## config.mk

```make
export PLATFORM = sky130hd
export DESIGN_NAME = double_ended_queue_top
export DESIGN_NICKNAME = d
export VERILOG_FILES = /design/src/rtl/deq_pkg.sv /design/src/rtl/deq_ctrl.sv /design/src/rtl/deq_datapath.sv /design/src/rtl/double_ended_queue_top.sv
export SDC_FILE = /design/constraint.sdc
export NUM_CORES = 2
export LEC_CHECK = 0
export BUFFER_PORTS_ARGS = -buffer_cell sky130_fd_sc_hd__buf_2
export CAP_MARGIN = 20
export CORE_ASPECT_RATIO = 0.5
export CORE_MARGIN = 2
export CORE_UTILIZATION = 60
export DETAILED_ROUTE_END_ITERATION = 10
export HOLD_SLACK_MARGIN = 0.08
export PLACE_DENSITY = 0.83
export SETUP_SLACK_MARGIN = 0.3
export SYNTH_ARGS = -nofsm -noshare
export SYNTH_HDL_FRONTEND = slang
export SYNTH_HIERARCHICAL = 1
export SYNTH_SLANG_ARGS = --single-unit
export TNS_END_PERCENT = 5
```

## constraint.sdc

```tcl
create_clock -name clk -period 5.5 [get_ports clk]
set_input_delay 0.825 -clock clk [delete_from_list [all_inputs] [get_ports clk]]
set_output_delay 0.825 -clock clk [all_outputs]
set_load 0.005 [all_outputs]
```

## src/rtl/deq_pkg.sv

```systemverilog
// ----------------------------------------------------------------------------
// deq_pkg
// Shared types, codes and defaults for the double-ended queue.
// ----------------------------------------------------------------------------
package deq_pkg;

  // default sizing
  localparam int DEQ_DEPTH      = 64;
  localparam int DEQ_DATA_WIDTH = 32;

  // fixed field widths of the request and result words
  localparam int OP_W   = 3;
  localparam int EDAT_W = 32;
  localparam int POS_W  = 6;
  localparam int RDAT_W = 32;
  localparam int STAT_W = 2;
  localparam int OCC_W  = 7;

  // request codes
  localparam logic [OP_W-1:0] OP_PUSH_FRONT = 3'd0;
  localparam logic [OP_W-1:0] OP_PUSH_BACK  = 3'd1;
  localparam logic [OP_W-1:0] OP_POP_FRONT  = 3'd2;
  localparam logic [OP_W-1:0] OP_POP_BACK   = 3'd3;
  localparam logic [OP_W-1:0] OP_READ       = 3'd4;

  // status codes
  localparam logic [STAT_W-1:0] ST_OK    = 2'd0;
  localparam logic [STAT_W-1:0] ST_EMPTY = 2'd1;
  localparam logic [STAT_W-1:0] ST_FULL  = 2'd2;

  typedef struct packed {
    logic [OP_W-1:0]   op;
    logic [EDAT_W-1:0] entry_data;
    logic [POS_W-1:0]  position;
  } in_word_t;

  typedef struct packed {
    logic [RDAT_W-1:0] read_data;
    logic [STAT_W-1:0] status;
    logic [OCC_W-1:0]  occupancy;
  } out_word_t;

  // controller to datapath
  typedef struct packed {
    logic load_req;
    logic exec;
    logic load_out;
  } deq_cmd_t;

  // datapath to controller
  typedef struct packed {
    logic out_busy;
  } deq_stat_t;

  typedef enum logic [1:0] {
    S_IDLE,
    S_EXEC,
    S_WB
  } state_t;

endpackage

```

## src/rtl/deq_ctrl.sv

```systemverilog
// ----------------------------------------------------------------------------
// deq_ctrl
// Sequencer: accept a word, execute it, write the result back.
// ----------------------------------------------------------------------------
module deq_ctrl
  import deq_pkg::*;
(
  input  logic      clk,
  input  logic      rst_n,
  input  logic      in_valid,
  output logic      in_ready,
  input  deq_stat_t stat,
  output deq_cmd_t  cmd
);

  state_t state_r, state_nxt;

  // state register
  always_ff @(posedge clk) begin
    if (!rst_n) begin
      state_r <= S_IDLE;
    end else begin
      state_r <= state_nxt;
    end
  end

  // next state and commands
  always_comb begin
    state_nxt = state_r;
    cmd       = '0;
    in_ready  = 1'b0;
    case (state_r)
      S_IDLE: begin
        in_ready = 1'b1;
        if (in_valid) begin
          cmd.load_req = 1'b1;
          state_nxt    = S_EXEC;
        end
      end
      S_EXEC: begin
        cmd.exec  = 1'b1;
        state_nxt = S_WB;
      end
      S_WB: begin
        // wait for the output register to free up
        if (!stat.out_busy) begin
          cmd.load_out = 1'b1;
          state_nxt    = S_IDLE;
        end
      end
      default: begin
        state_nxt = S_IDLE;
      end
    endcase
  end

endmodule

```

## src/rtl/deq_datapath.sv

```systemverilog
// ----------------------------------------------------------------------------
// deq_datapath
// Ring pointers, entry memory, result and output registers.
// ----------------------------------------------------------------------------
module deq_datapath
  import deq_pkg::*;
#(
  parameter int DEPTH      = DEQ_DEPTH,
  parameter int DATA_WIDTH = DEQ_DATA_WIDTH
) (
  input  logic      clk,
  input  logic      rst_n,
  input  in_word_t  in_word,
  output out_word_t out_word,
  output logic      out_valid,
  input  logic      out_ready,
  input  deq_cmd_t  cmd,
  output deq_stat_t stat
);

  localparam int PW = $clog2(DEPTH);
  localparam int CW = $clog2(DEPTH + 1);
  localparam int SW = PW + 1;
  localparam int XW = (CW > POS_W) ? CW : POS_W;

  // slot reached 'off' places after 'base'; 'base' below DEPTH, 'off' at most DEPTH
  function automatic logic [PW-1:0] slot_after(input logic [PW-1:0] base,
                                               input logic [SW-1:0] off);
    logic [SW-1:0] sum;
    sum = {1'b0, base} + off;
    if (sum >= SW'(DEPTH)) begin
      sum = sum - SW'(DEPTH);
    end
    return sum[PW-1:0];
  endfunction

  in_word_t        req_r;
  logic [PW-1:0]   front_r, front_nxt;
  logic [CW-1:0]   count_r, count_nxt;
  logic [STAT_W-1:0] status_r, status_nxt;
  logic [OCC_W-1:0]  occ_r;
  logic            rd_ok_r, rd_ok_nxt;
  logic [DATA_WIDTH-1:0] mem [DEPTH];
  logic [DATA_WIDTH-1:0] rdata_r;
  logic            wr_en;
  logic [PW-1:0]   wr_addr;
  logic [PW-1:0]   front_dec;
  logic [PW-1:0]   slot_back;
  logic [PW-1:0]   slot_pos;
  logic [XW-1:0]   pos_x;
  logic            full, empty;
  out_word_t       out_word_r;
  logic            out_valid_r;

  // request capture
  always_ff @(posedge clk) begin
    if (cmd.load_req) begin
      req_r <= in_word;
    end
  end

  // ring arithmetic
  assign full      = (count_r == CW'(DEPTH));
  assign empty     = (count_r == '0);
  assign front_dec = (front_r == '0) ? PW'(DEPTH - 1) : front_r - PW'(1);
  assign slot_back = slot_after(front_r, SW'(count_r));
  assign pos_x     = XW'(req_r.position);
  assign slot_pos  = slot_after(front_r, SW'(pos_x));

  // request execution
  always_comb begin
    front_nxt  = front_r;
    count_nxt  = count_r;
    status_nxt = ST_OK;
    rd_ok_nxt  = 1'b0;
    wr_en      = 1'b0;
    wr_addr    = slot_back;
    case (req_r.op)
      OP_PUSH_FRONT: begin
        if (full) begin
          status_nxt = ST_FULL;
        end else begin
          front_nxt = front_dec;
          wr_en     = 1'b1;
          wr_addr   = front_dec;
          count_nxt = count_r + CW'(1);
        end
      end
      OP_PUSH_BACK: begin
        if (full) begin
          status_nxt = ST_FULL;
        end else begin
          wr_en     = 1'b1;
          count_nxt = count_r + CW'(1);
        end
      end
      OP_POP_FRONT: begin
        if (empty) begin
          status_nxt = ST_EMPTY;
        end else begin
          front_nxt = slot_after(front_r, SW'(1));
          count_nxt = count_r - CW'(1);
        end
      end
      OP_POP_BACK: begin
        if (empty) begin
          status_nxt = ST_EMPTY;
        end else begin
          count_nxt = count_r - CW'(1);
        end
      end
      OP_READ: begin
        if (pos_x >= XW'(count_r)) begin
          status_nxt = ST_EMPTY;
        end else begin
          rd_ok_nxt = 1'b1;
        end
      end
      default: begin
      end
    endcase
  end

  // queue state
  always_ff @(posedge clk) begin
    if (!rst_n) begin
      front_r <= '0;
      count_r <= '0;
    end else if (cmd.exec) begin
      front_r <= front_nxt;
      count_r <= count_nxt;
    end
  end

  // result of the executed word
  always_ff @(posedge clk) begin
    if (cmd.exec) begin
      status_r <= status_nxt;
      occ_r    <= OCC_W'(count_nxt);
      rd_ok_r  <= rd_ok_nxt;
    end
  end

  // entry memory: one write, one registered read
  always_ff @(posedge clk) begin
    if (cmd.exec && wr_en) begin
      mem[wr_addr] <= DATA_WIDTH'(req_r.entry_data);
    end
    if (cmd.exec && rd_ok_nxt) begin
      rdata_r <= mem[slot_pos];
    end
  end

  // output register
  always_ff @(posedge clk) begin
    if (!rst_n) begin
      out_valid_r <= 1'b0;
    end else if (cmd.load_out) begin
      out_valid_r <= 1'b1;
    end else if (out_ready) begin
      out_valid_r <= 1'b0;
    end
  end

  always_ff @(posedge clk) begin
    if (cmd.load_out) begin
      out_word_r.read_data <= rd_ok_r ? RDAT_W'(rdata_r) : '0;
      out_word_r.status    <= status_r;
      out_word_r.occupancy <= occ_r;
    end
  end

  assign out_word      = out_word_r;
  assign out_valid     = out_valid_r;
  assign stat.out_busy = out_valid_r && !out_ready;

endmodule

```

## src/rtl/double_ended_queue_top.sv

```systemverilog
// ----------------------------------------------------------------------------
// double_ended_queue_top
// Bounded double-ended queue on a ring buffer, one result word per request.
// ----------------------------------------------------------------------------
// Each request word passes through the states S_IDLE, which accepts it,
// S_EXEC, which executes it (pointer and count update, entry memory write,
// or read address issue), and S_WB, which loads the result into the output
// register. A new request is accepted while the previous result still
// waits in the output register; write-back stalls only while that register
// is still occupied. No clearing pass runs after reset: only entries written
// by a push can ever be read.
module double_ended_queue_top
  import deq_pkg::*;
#(
  parameter int DEPTH      = DEQ_DEPTH,
  parameter int DATA_WIDTH = DEQ_DATA_WIDTH
) (
  input  logic      clk,
  input  logic      rst_n,
  input  logic      in_valid,
  output logic      in_ready,
  input  in_word_t  in_word,
  output logic      out_valid,
  input  logic      out_ready,
  output out_word_t out_word
);

  deq_cmd_t  cmd;
  deq_stat_t stat;

  // sequencer
  deq_ctrl u_ctrl (
    .clk      (clk),
    .rst_n    (rst_n),
    .in_valid (in_valid),
    .in_ready (in_ready),
    .stat     (stat),
    .cmd      (cmd)
  );

  // datapath
  deq_datapath #(
    .DEPTH      (DEPTH),
    .DATA_WIDTH (DATA_WIDTH)
  ) u_datapath (
    .clk       (clk),
    .rst_n     (rst_n),
    .in_word   (in_word),
    .out_word  (out_word),
    .out_valid (out_valid),
    .out_ready (out_ready),
    .cmd       (cmd),
    .stat      (stat)
  );

  // one word in flight: no accept right after an accept
  a_one_in_flight: assert property (@(posedge clk) disable iff (!rst_n)
    (in_valid && in_ready) |=> !in_ready)
    else $error("request accepted while one is in flight");

  // a result never overwrites one that is not taken
  a_no_overwrite: assert property (@(posedge clk) disable iff (!rst_n)
    cmd.load_out |-> !(out_valid && !out_ready))
    else $error("result register overwritten");

  // execute always follows an accept
  a_exec_after_load: assert property (@(posedge clk) disable iff (!rst_n)
    cmd.load_req |=> cmd.exec)
    else $error("execute step missed");

  // commands are exclusive
  a_cmd_onehot: assert property (@(posedge clk) disable iff (!rst_n)
    $onehot0({cmd.load_req, cmd.exec, cmd.load_out}))
    else $error("overlapping commands");

endmodule
```

# Word-level counts from Yosys, hierarchy flattened
# Memories as Yosys holds them, arrays and structs flattened. A register that Yosys moved wholly into a read port is not among the register bits.
# Index checks and enable logic that the tools add are counted.
# W data, S select, Z words.
# classes
n_mul	0
addsub	9
muxes	33
n_shift	0
div	0
n_lt_le_gt_ge	4
reduce_logical	14
n_eq_ne	11
n_bitwise	0
# op_table
op	count
$mux W6	8
$sub A6 B1 Y6 const B	4
$ge A7 B7 Y1 const B	3
$mux W1	16
$mux W7	2
$pmux W7 S2	1
$pmux W2 S3	2
$pmux W6 S2	1
$ne A2 B2 Y1 const B	4
$add A6 B1 Y7 const B	1
$add A6 B6 Y7	1
$add A6 B7 Y7	1
$add A7 B1 Y7 const B	1
$eq A7 B7 Y1 const B	1
$ge A6 B7 Y1	1
$logic_not A7 Y1	1
$sub A7 B1 Y7 const B	1
$eq A3 B2 Y1 const B	2
$logic_not A6 Y1	1
$mux W2	3
$reduce_and A4 Y1	1
$reduce_bool A2 Y1	2
$reduce_or A2 Y1	2
$eq A3 B1 Y1 const B	1
8 further kinds	10
# word_totals
mem_count	1
mem_bits_ro	0
mem_bits_rw	2048
reg_bits	108
word_cells	85
in_bits	45
latch_bits	0
# memory_table
memory	depth	word_bits	read_ports	rd_clocked_by_memory_dff	wr	line	rtl
u_datapath.mem	64	32	1	1	1	deq_datapath.sv:43	logic [DATA_WIDTH-1:0] mem [DEPTH];

# Depth between registers and ports, before layout
# logic_depth
ltp_word	6
mapped_depth	10
depth_no_buf	8

# Modules after synthesis
# Netlist, hierarchy kept.
# modules_own_cells
module	cells_each	instances	area_each_um2	seq_area_each_um2
deq_datapath	3614	1	84390.9	65502.8
deq_ctrl	10	1	93.8	40.0

# Worst setup path after synthesis
# Ideal clock, no wire load.
# synth_path
path_kind	register -> register
start	register u_datapath.count_r[0]
end	register u_datapath.rdata_r[0], read port of u_datapath.mem (enable)
synth_period_minus_slack_ns	4.309
t_arrival_ns	3.841
n_path_buf	0
setup_time_ns	0.468
path_stages_with_launch	8
setup_slack_ns	1.191
path_cell_list	dfxtp_1 -> ha_1 -> nand2b_1 -> a21o_1 -> a21oi_1 -> o21ai_0 -> a31oi_1 -> nor3b_1
# synth_between
elab_chain_cells	4
# synth_lines
item	line	rtl
from (decl)	deq_datapath.sv:39	logic [CW-1:0] count_r, count_nxt;
from (signal assigned)	deq_datapath.sv:131	count_r <= count_nxt;
$ge A6 B7 Y1	deq_datapath.sv:113	if (pos_x >= XW'(count_r)) begin
$mux W1	deq_datapath.sv:113	
$mux W1	deq_datapath.sv:78	case (req_r.op)
$logic_and A1 B1 Y1	deq_datapath.sv:149	if (cmd.exec && rd_ok_nxt) begin
to (decl)	deq_datapath.sv:44	logic [DATA_WIDTH-1:0] rdata_r;
# Every way passes these cells.
# A chain may end at the register's enable or synchronous reset.

# Final worst setup path
# layout_path
start	register u_datapath.front_r[0]
end	register u_datapath.rdata_r[1], read port of u_datapath.mem, data pin
# layout_between
elab_chain_cells	3
# layout_lines
item	line	rtl
from (decl)	deq_datapath.sv:38	logic [PW-1:0] front_r, front_nxt;
from (signal assigned)	deq_datapath.sv:130	front_r <= front_nxt;
$add A6 B6 Y7 (*)	deq_datapath.sv:30	sum = {1'b0, base} + off;
$sub A6 B1 Y6 or $ge A7 B7 Y1 (tied branches)	deq_datapath.sv:32, deq_datapath.sv:31	
$mux W6 (*)	deq_datapath.sv:31	if (sum >= SW'(DEPTH)) begin
# Every way passes the cells marked *; elsewhere a longest branch is shown, timed or not.

==> summary.txt <==
Outcome
  – Status: completed

Yosys
  – Synth top area share: 77.20%
  – Sequential-to-total area share from yosys stat: 77.58%
  – Mapped Avg Cell Area: 23.31 sq um
  – Cell variety after synth: 80
  – Share of synthesized registers carrying an async set or reset: 0%
  – Post-synth top flop: edfxtp_1
  – Synth Warn #: 6
  – Simple logic cell fraction of the synthesized area: 1.791%
  – Synth area leader: edfxtp_1
  – Synth Area in XOR/XNOR: 0.1659%
  – Syn nets: 3693
  – Main combinational cell family by area after synthesis: multiplexers
  – Mapped cell area: 0.08448 sq mm
  – Adder-cell area share of the yosys netlist: less than 1%
  – #FFs+latches synth: 2188
  – Synth Area in Compound Gates: 2.217%
  – Post-synth EDFFs: 2172
  – Synth top area cells: edfxtp_1, mux4_2, mux2i_1
  – Mux contribution to synthesized area: 16.65%
  – Cells after synthesis: 3624

Detailed routing
  – Iter 0 DRT Violations: 8226
  – Vias per Instance: slightly above 7
  – Routed Antenna Nets: 0
  – Vias: 43070
  – Final WL: between 200000 and 250000 um
  – # DRC: 0
  – Initial DRT Pass Iterations: 9
  – Routed wire length per instance: 39.24 um

Floorplanning
  – Horiz. Die Dim: 534.7 um
  – Initial Util: between 60% and 70%
  – # rows: between 90 and 100
  – Die Ht: 269.3 um
  – Core area: 0.1398 sq mm
  – I/O pin cnt: slightly below 90
  – Die ar.: roughly 0.14 sq mm

Cells and area
  – Most frequent cells in the layout: edfxtp_1, mux4_2, clkbuf_16
  – Final core occ: 67.43%
  – Area Overhead vs Synth: 11.59%
  – Share of cells above drive strength 1: 31.14%
  – Final Instance Area: about 0.094 sq mm
  – Most common cell after layout, fill and taps aside: edfxtp_1
  – # nets final: between 3000 and 4000
  – # fillers: between 7000 and 8000

Timing
  – Max_slew headroom: 17.65%
  – Final setup fails: 0
  – Period minus WS final: slightly below 5 ns
  – Least-Margin Pin Slew: roughly 1.2 ns
  – Final period utilization: 87.39%
  – Slew Limit Fails: 0
  – Hold slack final: between 0.15 and 0.2 ns
  – Final TNS setup: 0 ns
  – Final Hold Viols: 0
  – RSZ-0062 raised after global routing: false
  – Worst Skew: 0.03119 ns
  – Max Fclk: 208.1 MHz

Place
  – RD Place Congestion: 0.9358
  – Placed Area: a little under 0.09 sq mm
  – DP HPWL: 123000 um
  – IO buf count: a little under 90

CTS
  – CTS Buf Count: 179
  – Clock buffer depth: 3
  – Hold_buf cts: 0
  – CTS resizes: 0
  – CTS root buf: clkbuf_16
  – CTS tree: yes
  – CTS sink count: 2188
  – Clock-pin slew on the worst setup and hold paths: 0.07 ns
  – Setup Buffers After CTS: 0
  – Worst skew pair latency: 0.81 ns
  – H-tree depth: 4

GRT
  – Largest net degree at the start of global routing: around 120
  – Total track usage: between 30% and 40%
  – Global-route wire length before repair: roughly 330000 um
  – Initial antenna violation count: 16
  – GRT overflow: 0
  – Vias in the first global route: between 40000 and 50000

Critical path
  – Data required, critical path: about 6.0 ns
  – Nature of the critical path endpoint: register
  – Crit path launch type: register
  – CP Data Arrival Time: 5.32 ns
  – Crit path kind: reg2reg
  – Crit Path Max Fanout: 58

Power
  – Worst VDD drop: 0.2653 mV
  – Leak Pwr: 29.30 nW
  – PwrDens: 364.0 mW/mm^2

Worst hold path
  – Hold WC Path Type: in2reg

Job
  – Max Cap Viol: 0
[state kept, by name, summed over array words and instances (netlist names), 2 cells and up]
register / flops
u_datapath/mem: 2048
u_datapath/out_word: 41
u_datapath/req_r: 35
u_datapath/rdata_r: 32
u_datapath/count_r: 7
u_datapath/occ_r: 7
u_datapath/front_r: 6
u_datapath/pos_x: 6
u_ctrl/state_r: 2
u_datapath/status_r: 2
[report_power, final]
| part | leakage, nW | switching [mW] | internal [mW] |
|---|---|---|---|
| combinational | 6.86 | 1.94 | 1.14 |
| sequential | 19.7 | 0.0338 | 18.4 |
| clock | 2.76 | 6.01 | 6.77 |
[final cells by class]
type                            count  area (sq um)  area share, %
Clock inverter                     95         810.8         0.8600
Timing Repair Buffer              287          2146          2.276
Tap cell                         1881          2354          2.496
Clock buffer                      224          4837          5.131
Antenna cell                        5         12.51        0.01327
Inverter                           16         60.06        0.06371
Multi-Input combinational cell   1223         18510          19.64
Sequential cell                  2188         65540          69.52
[cell usage after synthesis, types with 6 or more instances]
cell type,instances
nand2b_1,6
or3_1,7
nor2b_1,71
ha_1,22
edfxtp_1,2172
o21ai_0,20
buf_2,73
mux4_2,576
o22ai_1,37
a211oi_1,6
a2111oi_2,30
buf_4,10
inv_1,16
a21oi_1,15
dfxtp_1,16
mux2i_1,70
clkbuf_1,99
and2_1,37
nor2_1,90
a2111oi_0,64
nand2_1,28
nor3_1,12
buf_6,7
nand3_1,9
mux2_2,35
xnor2_1,9
[metal layers]
layer  routed length [um]  vias to the layer above  GRT usage (%)
met5                   66                        -              0
met4                11260                       10          13.19
met3                34470                      677          9.658
met2               110500                     4091          50.98
met1                75990                    22230          44.10
li1                     -                    16050              -
[stage by stage]
step	worst slack [ns]	total power, mW	cells
3_5_place_dp	0.9798	21.74	5590
6_report	0.6938	34.32	5919
3_3_place_gp	0.3016	21.65	5586
5_1_grt	0.7101	34.93	5914
2_1_floorplan	1.191	20.61	3624
4_1_cts	0.8506	34.26	5909
[critical path, stage by stage (launching register included)]
cell       delay (ns)
dfxtp_1          0.41
ha_4             0.22
fa_4             1.15
buf_12           0.44
buf_4            0.34
mux4_2           0.35
nor2b_1          0.16
a2111oi_0        1.04
buf_4            0.25
a2111oi_2        0.05
[cells by family (layout without fill, tap and decap cells)]
family	count (synthesis)	after routing
buffers and inverters	213	622
multiplexers	681	681
AO/OA/AOI/OAI	219	219
flip-flops	2188	2188
adder cells (fa/ha/maj)	24	24
other	0	5
XOR/XNOR	13	13
AND/OR/NAND/NOR	286	286
[worst paths after layout]
check	cells past startpoint	slack, ns	from	to
setup / recovery	9	0.69	u_datapath/front_r[0]	u_datapath/rdata_r[1]
hold / removal	1	0.18	in_word[4]	u_datapath/pos_x[4]
setup reg to reg	9	0.69	u_datapath/front_r[0]	u_datapath/rdata_r[1]
hold reg to reg	0	0.42	u_datapath/occ_r[0]	u_datapath/out_word[0]
No activity file was read; power rests on OpenSTA's default activity.
